**config.mk**
```make
export PLATFORM = sky130hd
export DESIGN_NAME = hrsc_oq
export DESIGN_NICKNAME = d
export VERILOG_FILES = /design/src/hw/rtl/hrsc_pkg.sv /design/src/hw/rtl/hrsc_oq.sv
export SDC_FILE = /design/constraint.sdc
export NUM_CORES = 1
export LEC_CHECK = 0
export BUFFER_PORTS_ARGS = -buffer_cell sky130_fd_sc_hd__buf_2
export CAP_MARGIN = 20
export CORE_AREA = 2 2 96 98
export DETAILED_ROUTE_END_ITERATION = 10
export DIE_AREA = 0 0 98 100
export PLACE_DENSITY = 0.63
export SLEW_MARGIN = 10
export SYNTH_ARGS = -nofsm -noshare
export SYNTH_HDL_FRONTEND = slang
export SYNTH_SLANG_ARGS = --single-unit
```
**constraint.sdc**
```tcl
create_clock -name clk -period 9.6 [get_ports clk]
set_clock_uncertainty 0.1 [all_clocks]
set_input_delay 0.96 -clock clk [delete_from_list [all_inputs] [get_ports clk]]
set_output_delay 0.96 -clock clk [all_outputs]
set_load 0.05 [all_outputs]
```
**src/hw/rtl/hrsc_pkg.sv**
```systemverilog
package hrsc_pkg;

  localparam int LenBitsDef = 31;
  localparam int OutLenW    = 31;

  typedef struct packed {
    logic       op;
    logic [7:0] data;
  } hrsc_in_t;

  typedef struct packed {
    logic [1:0]         kind;
    logic [7:0]         body_byte;
    logic [1:0]         method;
    logic [1:0]         status;
    logic [OutLenW-1:0] body_length;
    logic               last;
  } hrsc_out_t;

  localparam logic [1:0] KIND_BODY   = 2'd0;
  localparam logic [1:0] KIND_ACCEPT = 2'd1;
  localparam logic [1:0] KIND_REJECT = 2'd2;

  localparam logic [1:0] STAT_OK          = 2'd0;
  localparam logic [1:0] STAT_BAD         = 2'd1;
  localparam logic [1:0] STAT_NOT_ALLOWED = 2'd2;

  localparam logic [1:0] HIT_NONE = 2'd3;

  typedef enum logic [2:0] {
    PH_HDR  = 3'b001,
    PH_BODY = 3'b010,
    PH_DONE = 3'b100
  } phase_t;

  // token matcher: candidate mask, bytes seen, trim stage
  typedef struct packed {
    logic [2:0] alive;
    logic [3:0] len;
    logic [1:0] stage;
  } match_t;

  localparam logic [7:0] CH_TAB   = 8'h09;
  localparam logic [7:0] CH_LF    = 8'h0A;
  localparam logic [7:0] CH_VT    = 8'h0B;
  localparam logic [7:0] CH_FF    = 8'h0C;
  localparam logic [7:0] CH_CR    = 8'h0D;
  localparam logic [7:0] CH_SP    = 8'h20;
  localparam logic [7:0] CH_PLUS  = 8'h2B;
  localparam logic [7:0] CH_MINUS = 8'h2D;
  localparam logic [7:0] CH_SLASH = 8'h2F;
  localparam logic [7:0] CH_0     = 8'h30;
  localparam logic [7:0] CH_9     = 8'h39;
  localparam logic [7:0] CH_COLON = 8'h3A;
  localparam logic [7:0] CH_UA    = 8'h41;
  localparam logic [7:0] CH_UZ    = 8'h5A;

  localparam logic [23:0] HDR_END_PREV = 24'h0D0A0D;

  // tokens left aligned in 16 characters
  localparam logic [127:0] TOK_GET    = {"GET", 104'h0};
  localparam logic [127:0] TOK_POST   = {"POST", 96'h0};
  localparam logic [127:0] TOK_DELETE = {"DELETE", 80'h0};
  localparam logic [127:0] TOK_VER    = {"HTTP/1.1", 64'h0};
  localparam logic [127:0] TOK_CLEN   = {"content-length", 16'h0};
  localparam logic [127:0] TOK_HOST   = {"host", 96'h0};
  localparam logic [127:0] TOK_CONN   = {"connection", 48'h0};
  localparam logic [127:0] TOK_KEEP   = {"keep-alive", 48'h0};
  localparam logic [127:0] TOK_CLOSE  = {"close", 88'h0};

  localparam logic [3:0] LEN_GET    = 4'd3;
  localparam logic [3:0] LEN_POST   = 4'd4;
  localparam logic [3:0] LEN_DELETE = 4'd6;
  localparam logic [3:0] LEN_VER    = 4'd8;
  localparam logic [3:0] LEN_CLEN   = 4'd14;
  localparam logic [3:0] LEN_HOST   = 4'd4;
  localparam logic [3:0] LEN_CONN   = 4'd10;
  localparam logic [3:0] LEN_KEEP   = 4'd10;
  localparam logic [3:0] LEN_CLOSE  = 4'd5;
  localparam logic [3:0] LEN_UNUSED = 4'd0;

  function automatic logic tok_ok(logic [127:0] s, logic [3:0] n, logic [3:0] p,
                                  logic [7:0] c);
    logic [127:0] sh;
    sh = s << {p, 3'b000};
    return (p < n) && (sh[127:120] == c);
  endfunction

  function automatic match_t m_init(logic [2:0] mask);
    match_t m;
    m.alive = mask;
    m.len   = 4'd0;
    m.stage = 2'd0;
    return m;
  endfunction

  function automatic logic is_blank(logic [7:0] c);
    return (c == CH_SP) || (c == CH_TAB);
  endfunction

  function automatic match_t m_feed(match_t m, logic [7:0] c, logic trim,
                                    logic [2:0] ok);
    match_t n;
    n = m;
    if (trim && is_blank(c)) begin
      if (m.stage == 2'd1) n.stage = 2'd2;
    end else if (m.stage == 2'd2) begin
      n.alive = 3'b000;
    end else begin
      n.stage = 2'd1;
      n.alive = m.alive & ok;
      if (m.len != 4'hF) n.len = m.len + 4'd1;
    end
    return n;
  endfunction

  function automatic logic [1:0] m_hit(match_t m, logic [3:0] l0, logic [3:0] l1,
                                       logic [3:0] l2);
    logic [1:0] r;
    r = HIT_NONE;
    if (m.alive[2] && m.len == l2) r = 2'd2;
    if (m.alive[1] && m.len == l1) r = 2'd1;
    if (m.alive[0] && m.len == l0) r = 2'd0;
    return r;
  endfunction

endpackage

```
**src/hw/rtl/hrsc_oq.sv**
```systemverilog
module hrsc_oq (
  input  logic                clk,
  input  logic                rst_n,
  input  logic                push,
  input  hrsc_pkg::hrsc_out_t push_data,
  output logic                full,
  output logic                out_valid,
  input  logic                out_stall,
  output hrsc_pkg::hrsc_out_t out_data
);
  import hrsc_pkg::*;

  hrsc_out_t  q0_r, q0_nxt, q1_r, q1_nxt;
  logic [1:0] cnt_r, cnt_nxt;
  logic       pop;

  assign pop       = (cnt_r != 2'd0) && !out_stall;
  assign full      = (cnt_r == 2'd2);
  assign out_valid = (cnt_r != 2'd0);
  assign out_data  = q0_r;

  always_comb begin
    q0_nxt  = q0_r;
    q1_nxt  = q1_r;
    cnt_nxt = cnt_r;
    if (pop) begin
      q0_nxt = q1_r;
      cnt_nxt = cnt_r - 2'd1;
    end
    if (push) begin
      cnt_nxt = cnt_nxt + 2'd1;
      if (cnt_nxt == 2'd1) q0_nxt = push_data;
      else q1_nxt = push_data;
    end
  end

  always_ff @(posedge clk) begin
    q0_r <= q0_nxt;
    q1_r <= q1_nxt;
    if (!rst_n) begin
      cnt_r <= 2'd0;
    end else begin
      cnt_r <= cnt_nxt;
    end
  end

endmodule

```
-- Word-level counts from Yosys, hierarchy flattened
Index checks and enable logic that the tools add are counted.
- register bits after elaboration: 94
- word-level logic and storage cells: 27
- add/subtract/negate cells: 2
- eq/ne operators: 2
- multiplexer cells: 5
- bitwise gates (word level): 1
- reductions and logical operators: 4
- operator list (cell ; number):
    two-way mux 46 bit ; 3
    two-way mux 2 bit ; 2
    adder 2 x 1 -> 2 bit (second input constant) ; 1
    equality test 2 x 1 -> 1 bit (second input constant) ; 1
    equality test 2 bit (second input constant) ; 1
    AND reduction 2 bit ; 1
    nonzero test 2 bit ; 1
    subtractor 2 x 1 -> 2 bit (second input constant) ; 1
    logical AND 1 bit ; 1
    zero test 1 bit ; 1
    inverter 1 bit ; 1

-- Logic depth before layout (Yosys ltp)
Gate-level depths: netlist of the first run.
- depth in word-level cells: 7
- depth in mapped cells: 11

-- Worst setup path after synthesis of the first run
No wires, ideal clock.
- kind: input -> register
- from: in out_stall
- to: reg q1_r[0] (netlist bit), enable pin
- library setup time: 450 ps
- arrival time: 3702 ps
- data required time: 9050 ps
- path slack: 5349 ps
- stages on the path: 5
- path through: nor2_2 > buf_6 > mux2_4 > ha_1 > nor2_1
- word-level cells in the longest chain between the ends: 7
- RTL lines (what ; RTL line ; text):
    start, declared ; hrsc_oq.sv:8 ; input logic out_stall,
    zero test 1 bit ; hrsc_oq.sv:17 ; assign pop = (cnt_r != 2'd0) && !out_stall;
    logical AND 1 bit ; hrsc_oq.sv:17 ;
    two-way mux 2 bit ; hrsc_oq.sv:26 ; if (pop) begin
    adder 2 x 1 -> 2 bit ; hrsc_oq.sv:31 ; cnt_nxt = cnt_nxt + 2'd1;
    equality test 2 x 1 -> 1 bit ; hrsc_oq.sv:32 ; if (cnt_nxt == 2'd1) q0_nxt = push_data;
    inverter 1 bit (no source line) ; n/a ;
    AND reduction 2 bit (no source line) ; n/a ;
    end signal, assigned ; hrsc_oq.sv:39 ; q1_r <= q1_nxt;
    end, declared ; hrsc_oq.sv:13 ; hrsc_out_t q0_r, q0_nxt, q1_r, q1_nxt;
Every way passes these cells.
A chain may end at the register's enable or synchronous reset.

-- Final worst setup path of the first run
- from: in out_stall
- to: reg q1_r[32] (netlist bit), enable pin
Same word-level chain as after synthesis.

==> impl_metrics.py, run 1 <==
metrics = {
    "outcome": {
        "status": "completed",
    },
    "critical_path": {
        "cp_max_fo": 48,
        "worst_ep_required_time_ns": 9.52,
        "critPathKind": "input port to register",
        "startpoint_type": "input port",
        "cp.arrival_ns": 3.40,
        "crit_path_end_kind": "register",
    },
    "clocking": {
        "clk_pin_slew_ns": 0.10,
        "cts.repair.resized": 0,
        "htreeDepth": 3,
        "post-cts-setup-buffers": 0,
        "clock_path_buffers": 2,
        "worstSkewPairLatency_ns": 0.35,
        "cts_tree": "built",
        "ctsHoldBuffers": 0,
        "clockRootBuffer": "clkbuf_8",
        "cts_buffers": 9,
        "cts.sinks": 94,
    },
    "detailed_routing": {
        "final_antenna_net_count": 0,
        "drc": 0,
        "wl_met2_um": 2940,
        "wl_um": 6220,
        "wl_met3_um": 534,
        "drtPass1Iterations": 5,
        "wl_per_cell_um": 13.1,
        "vias_per_cell": 4.49,
        "drt_iter0_markers": 115,
        "dr_total_vias": 2139,
        "routed.top_layer": "met4",
        "met1_length_um": 2680,
    },
    "synthesis": {
        "yosys.area_share.xor_xnor_pct": 0.255,
        "syn_area_mm2": 0.00343,
        "syn-num-nets": 317,
        "ys_ff_latch": 94,
        "synth_top_family_by_area": "multiplexers",
        "synth_compound_area_share_pct": 7.01,
        "yosysSeqAreaShare_pct": 68.3,
        "synth_mux_area_share_pct": 14.2,
        "ys_warn_count": 0,
        "synthCells": 264,
        "yosysUniqueCellTypes": 20,
        "synthAdderAreaFrac_pct": 1.09,
        "yosys.area_share.simple_pct": 5.73,
        "avgSynthCellArea_um2": 13.0,
    },
    "power_and_ir_drop": {
        "powerDensity_mw_per_mm2": 373,
        "power_w": 0.00156,
        "peakVddDrop_mv": 0.204,
        "power_leakage_nw": 1.69,
    },
    "finish": {
        "most-common-layout-cells": "buf_2 (97), nand2_1 (48), dfxtp_1 (48)",
        "synthToLayoutAreaGrowth_pct": 21.8,
        "antennaDiodeCount": 0,
        "final_common_cell": "buf_2",
        "final_nets": 413,
        "postLayoutCoreUtil_pct": 47.0,
        "num-fill-cells": 842,
        "layout-drive-gt1-share_pct": 32.9,
    },
    "sta": {
        "rsz0062_at_grt": "false",
        "tns_ns": 0,
        "finalCritPeriodShare_pct": 36.2,
        "hold_violations": 0,
        "worstMarginPinSlew_ns": 0.831,
        "finalMaxSlewViolations": 0,
        "period_needed_ns": 3.47,
        "fmax_mhz": 288,
        "slew-limit-headroom_pct": 44.6,
        "finalSetupViolCount": 0,
    },
    "placed_design": {
        "gp_congestion": 0.691,
        "port_buffers": 97,
        "hpwl_um": 4050,
    },
    "floorplan": {
        "row_count": 35,
        "ios": 98,
        "dieArea_mm2": 0.00980,
        "die_y_um": 100,
        "start_util_pct": 38.6,
        "core_area_mm2": 0.00889,
        "die_w_um": 98,
    },
    "job": {
        "cap_viol_max_count": 0,
    },
    "min_path": {
        "hp-class": "register to register",
    },
    "global_routing": {
        "track_usage_pct": 13.0,
        "grt_max_degree": 93,
        "grt_pass1_wl_um": 10200,
        "overflow": 0,
        "grt_pass1_vias": 2070,
        "antenna_found_initial": 0,
    },
}
## kinds of logic (layout without fill, tap and decap cells)
logic type,after synthesis,in the layout
adders and majority gates,3,3
buffers and inverters,19,120
xor gates and xnor gates,1,1
muxes,48,48
AOI/OAI and AO/OA,48,48
DFF,94,94
and+or+nand+nor,51,51
## registers in the layout (all words and copies together), names as in the netlist
signal and flops:
q1_r 46, out_data 46, cnt_r 2
## per-stage QoR
step	setup WS (ns)	hold slack, ns	instance area, µm²	std cells
after CTS	6.09	0.429	4180	476
after global routing	5.90	0.447	4180	476
after global placement	5.72	0.395	3990	460
after detailed placement	5.70	0.403	3990	460
final	6.13	0.421	4180	476
after floorplan	5.35	0.385	3430	264
## synthesized netlist by cell type
master	count	share of area, %
dfxtp_1	48	28
o21ai_0	27	3.9
mux2_4	1	0.44
a21oi_1	1	0.15
o21ai_1	20	2.9
buf_4	2	0.44
nor2_2	1	0.18
nor2_1	1	0.11
inv_1	4	0.44
buf_8	2	0.88
buf_6	1	0.33
buf_2	6	0.88
clkbuf_2	1	0.15
nand2_1	48	5.3
edfxtp_1	46	40
and2_1	1	0.18
xnor2_1	1	0.26
clkbuf_1	3	0.33
ha_1	3	1.1
mux2i_1	47	14
## path summary, 6_finish.rpt
check	from	endpoint	slack [ns]	depth (start not counted)
hold / removal	q1_r[30]	out_data[30]	0.42	2
hold reg to reg	q1_r[30]	out_data[30]	0.42	2
setup / recovery	out_stall	q1_r[32]	6.13	7
setup reg to reg	cnt_r[0]	q1_r[32]	6.16	8
## worst max-delay path, stage by stage
cell and delay, ns:
buf_2 0.11, nor2_4 0.06, buf_4 0.66, mux2_4 0.37, ha_1 0.22, nor2_4 0.55, buf_4 0.42
## metal layers
metal	vias up	track usage, %
met1	940	15.6
met4	0	4.17
met5	-	0
met2	67	21.3
met3	8	5.57
li1	1124	-
## power by group
part	leakage, nW	switching (W)	total [W]	internal (W)
logic	0.756	0.000521	0.000686	0.000165
clock network	0.0914	0.000144	0.000245	0.000100
registers	0.838	0.0000583	0.000626	0.000568
total	1.69	0.000723	0.00156	0.000833
## area by class of cell
cell class | count | area, µm² | area share (%)
clock buffers | 9 | 124 | 2.97
clock inverters | 7 | 66.3 | 1.59
inverters | 4 | 15.0 | 0.359
multi-input cells | 151 | 982 | 23.5
flip-flops and latches | 94 | 2340 | 56.1
well taps | 111 | 139 | 3.33
repair buffers | 100 | 508 | 12.2
Note: power is estimated with default switching activity, not from simulation.
==> run 2: changes to the inputs <==
Settings changed: PLACE_DENSITY 0.63 to 0.65.
Clock period 9.6 ns to 2.85 ns, I/O delays scaled along.
==> impl_metrics.py, run 2 (synthesized netlist as in run 1, its figures left out) <==
metrics = {
    "finish": {
        "antennaDiodeCount": 0,
        "final_common_cell": "buf_2",
        "num-fill-cells": 810,
        "most-common-layout-cells": "buf_2 (97), nand2_1 (48), dfxtp_1 (48)",
        "layout-drive-gt1-share_pct": 29.9,
        "fin_area_mm2": 0.00461,
        "stdcell_count": 519,
        "synthToLayoutAreaGrowth_pct": 34.4,
        "final_nets": 456,
        "postLayoutCoreUtil_pct": 51.8,
    },
    "clocking": {
        "clock_path_buffers": 2,
        "cts_buffers": 9,
        "post-cts-setup-buffers": 0,
        "cts.sinks": 94,
        "ctsHoldBuffers": 14,
        "cts.repair.resized": 0,
        "cts_tree": "built",
        "worstSkewPairLatency_ns": 0.35,
        "clk_pin_slew_ns": 0.09,
        "htreeDepth": 3,
        "clockRootBuffer": "clkbuf_8",
    },
    "detailed_routing": {
        "drc": 0,
        "vias_per_cell": 4.51,
        "wl_per_cell_um": 12.9,
        "dr_total_vias": 2342,
        "drt_iter0_markers": 82,
        "drtPass1Iterations": 4,
        "wl_um": 6690,
        "final_antenna_net_count": 0,
    },
    "global_routing": {
        "grtUsageMet2_pct": 22.1,
        "grt_use_met3_pct": 6.55,
        "track_usage_pct": 13.7,
        "grt_pass1_vias": 2206,
        "overflow": 0,
        "grt_busiest_layer": "met2",
        "grt_max_degree": 59,
        "antenna_found_initial": 0,
        "use_met1_pct": 16.5,
        "grt_pass1_wl_um": 10500,
    },
    "critical_path": {
        "startpoint_type": "register",
        "worst_ep_required_time_ns": 2.97,
        "critPathKind": "register to register",
        "cp_max_fo": 58,
        "cp.arrival_ns": 2.43,
        "crit_path_end_kind": "register",
    },
    "placed_design": {
        "port_buffers": 97,
        "gp_congestion": 0.652,
        "dp_cells": 463,
        "hpwl_um": 4220,
        "dpl_cell_area_mm2": 0.00401,
    },
    "sta": {
        "slew-limit-headroom_pct": 66.6,
        "rsz0062_at_grt": "false",
        "finalMaxSlewViolations": 0,
        "holdWs_ns": 0.0333,
        "hold_violations": 0,
        "finalCritPeriodShare_pct": 81.1,
        "period_needed_ns": 2.31,
        "tns_ns": 0,
        "fmax_mhz": 432,
        "finalSetupViolCount": 0,
        "worstMarginPinSlew_ns": 0.500,
    },
    "min_path": {
        "hp-class": "input port to register",
    },
    "floorplan": {
        "ios": 98,
        "die_w_um": 98,
        "row_count": 35,
        "dieArea_mm2": 0.00980,
        "start_util_pct": 38.6,
        "die_y_um": 100,
        "core_area_mm2": 0.00889,
    },
    "power_and_ir_drop": {
        "peakVddDrop_mv": 0.496,
        "powerDensity_mw_per_mm2": 1160,
        "power_leakage_nw": 1.87,
    },
    "job": {
        "cap_viol_max_count": 0,
    },
    "outcome": {
        "status": "completed",
    },
}
## run 2: changes by cell type in the layout (fill, tap and decap cells not counted), sizes merged
cell and change:
buf +3, clkinvlp -1, dlygate4sd3 +40, bufinv +1
clkbuf +1, inv -2, clkinv +1
## run 2: worst paths after layout
path | from | endpoint | slack, ns | depth (start not counted)
worst max-delay path | cnt_r[0] | out_data[2] | 0.54 | 9
worst min-delay path | push_data[5] | q1_r[5] | 0.03 | 1
worst max register to register | cnt_r[0] | out_data[2] | 0.54 | 9
worst min register to register | q1_r[23] | out_data[23] | 0.42 | 2
## run 2: power breakdown
group          leakage (nW)  switching, W  internal (W)
sequential            0.838      0.000185       0.00191
combinational         0.938       0.00177      0.000603
clock                0.0984      0.000469      0.000414
total                  1.87       0.00243       0.00293
## run 2: per-stage QoR
stage	setup slack, ns	power [W]
finish	0.538	0.00535
floorplan	0.210	0.00396
detailed placement	0.532	0.00449
CTS	0.515	0.00540
global placement	0.613	0.00445
global route	0.350	0.00567
## run 2: area by class of cell
cell class / instances / area, µm² / share of cell area, %
sequential: 94 / 2340 / 50.8
multi-input combinational: 151 / 982 / 21.3
timing repair buffer: 143 / 931 / 20.2
tap: 111 / 139 / 3.01
clock buffer: 10 / 128 / 2.77
clock inverter: 6 / 71.3 / 1.55
inverter: 4 / 15.0 / 0.326
## run 2: worst max-delay path: stages (launching register included)
cell     delay, ns
dfxtp_1       0.36
inv_1         0.07
ha_1          0.23
nor2_4        0.17
mux2_4        0.32
ha_1          0.22
and2_2        0.21
buf_4         0.28
nand2_1       0.12
o21ai_0       0.08
## run 2: metal layers
layer / routed length, µm / up-vias
li1: - / 1207
met1: 2830 / 1063
met2: 3370 / 66
met3: 422 / 6
met4: 63 / 0
met5: 0 / -
==> run 3: changes to the inputs <==
Clock period 2.85 ns to 2 ns, I/O delays scaled along.
==> impl_metrics.py, run 3 (synthesized netlist as in run 1, its figures left out) <==
metrics = {
    "outcome": {
        "status": "completed",
    },
    "critical_path": {
        "crit_path_end_kind": "register",
        "critPathKind": "register to register",
        "cp_max_fo": 28,
        "cp_slowest_cell": "dfxtp_2",
        "r2r_slack_ns": 0.04,
        "worst_ep_required_time_ns": 1.96,
        "cp.arrival_ns": 1.92,
        "path_cells": "inv_2 > ha_4 > nor2_4 > mux2_4 > ha_4 > nor2_4 > buf_12",
        "ff2ff_path_depth": 7,
        "critPathMaxStageDelay_ns": 0.35,
        "startpoint_type": "register",
    },
    "min_path": {
        "hp-class": "input port to register",
        "whs_path_depth": 3,
    },
    "placed_design": {
        "port_buffers": 97,
        "hpwl_um": 4150,
        "gp_congestion": 0.695,
        "dpl_cell_area_mm2": 0.00409,
    },
    "sta": {
        "slew-limit-headroom_pct": 64.0,
        "finalMaxSlewViolations": 0,
        "hold_violations": 0,
        "worstMarginPinSlew_ns": 0.540,
        "holdWs_ns": 0.0358,
        "finalCritPeriodShare_pct": 98.0,
        "rsz0062_at_grt": "true",
        "finalSetupViolCount": 0,
        "fmax_mhz": 510,
        "tns_ns": 0,
        "period_needed_ns": 1.96,
    },
    "floorplan": {
        "dieArea_mm2": 0.00980,
        "die_w_um": 98,
        "ios": 98,
        "row_count": 35,
        "die_y_um": 100,
        "start_util_pct": 38.6,
        "core_area_mm2": 0.00889,
    },
    "clocking": {
        "cts.sinks": 94,
        "worstSkewPairLatency_ns": 0.36,
        "clock_path_buffers": 2,
        "clockRootBuffer": "clkbuf_8",
        "cts_tree": "built",
        "htreeDepth": 3,
        "clk_pin_slew_ns": 0.09,
        "cts_buffers": 9,
    },
    "global_routing": {
        "overflow": 0,
        "track_usage_pct": 14.2,
        "grt_pass1_vias": 2306,
        "grt_max_degree": 57,
        "antenna_found_initial": 0,
        "grt_pass1_wl_um": 11000,
    },
    "power_and_ir_drop": {
        "power_switching_w": 0.00354,
        "p_int_w": 0.00419,
        "combPwrFrac_pct": 46.3,
        "sw_frac_of_total_pct": 45.8,
        "peakVddDrop_mv": 0.825,
        "power_leakage_nw": 1.94,
        "clockPowerShare_pct": 14.9,
        "power_frac_seq_pct": 38.8,
        "powerDensity_mw_per_mm2": 1620,
    },
    "detailed_routing": {
        "dr_total_vias": 2420,
        "wl_per_cell_um": 13.3,
        "drc": 0,
        "vias_per_cell": 4.57,
        "drt_iter0_markers": 53,
        "final_antenna_net_count": 0,
        "drtPass1Iterations": 4,
        "wl_um": 7050,
    },
    "finish": {
        "postLayoutCoreUtil_pct": 53.8,
        "fin_area_mm2": 0.00479,
        "synthToLayoutAreaGrowth_pct": 39.6,
        "layout-drive-gt1-share_pct": 31.6,
        "most-common-layout-cells": "buf_2 (97), nand2_1 (48), mux2i_1 (47), dlygate4sd3_1 (47)",
        "final_common_cell": "buf_2",
        "final_nets": 466,
        "num-fill-cells": 808,
        "antennaDiodeCount": 0,
    },
    "job": {
        "cap_viol_max_count": 0,
    },
}
==> run 3: path summary, 6_finish.rpt <==
check	startpoint	to
worst max-delay path	cnt_r[0]	q1_r[16]
worst min-delay path	push	cnt_r[0]
worst max register to register	cnt_r[0]	q1_r[16]
worst min register to register	out_data[15]	out_data[15]
==> run 3: per-layer routing <==
metal  vias to the layer above  global-route usage (%)  wire, µm
met5                         -                       0         0
met3                        11                    3.48       313
met4                         0                    7.48       123
met2                        65                    22.8      3420
li1                       1228                       -         -
met1                      1116                    17.9      3190
==> run 3: area by class of cell <==
cell class | count | area (µm²) | share of cell area (%)
Timing Repair Buffer | 153 | 1100 | 23.0
Tap cell | 111 | 139 | 2.90
Inverter | 4 | 15.0 | 0.314
Clock buffer | 9 | 124 | 2.59
Multi-Input combinational cell | 151 | 1010 | 21.1
Clock inverter | 7 | 56.3 | 1.18
Sequential cell | 94 | 2340 | 49.0
==> run 3: power by group through the flow <==
stage / sequential [W] / clock (W) / combinational, W
2_1_floorplan: 0.00468 / 0 / 0.00106
3_3_place_gp: 0.00302 / 0 / 0.00342
3_5_place_dp: 0.00304 / 0 / 0.00345
4_1_cts: 0.00301 / 0.00120 / 0.00353
5_1_grt: 0.00307 / 0.00129 / 0.00380
6_report: 0.00300 / 0.00116 / 0.00358
==> run 3: worst max-delay path: cells and delay by family (launching register included) <==
| family | cells | cell delay, ns |
|---|---|---|
| adders and majority gates | 2 | 0.33 |
| buffers and inverters | 2 | 0.26 |
| DFF | 1 | 0.35 |
| and+or+nand+nor | 2 | 0.28 |
| muxes | 1 | 0.33 |
==> run 3: what timing repair did <==
action	4_1_cts	5_1_grt
hold endpoints to repair	93	0
buffers inserted	0	2
endpoints found under the setup margin	2	60
gates cloned	0	1
hold buffers	47	0
resized for setup	1	3
pin swaps	0	1
==> run 3: through the flow <==
stage / std cells / total power [W] / setup WS [ns]
2_1_floorplan: 264 / 0.00574 / -0.474
3_3_place_gp: 463 / 0.00644 / 0.0662
3_5_place_dp: 463 / 0.00650 / 0.0113
4_1_cts: 526 / 0.00774 / 0.0130
5_1_grt: 529 / 0.00816 / -0.0286
6_report: 529 / 0.00773 / 0.0408
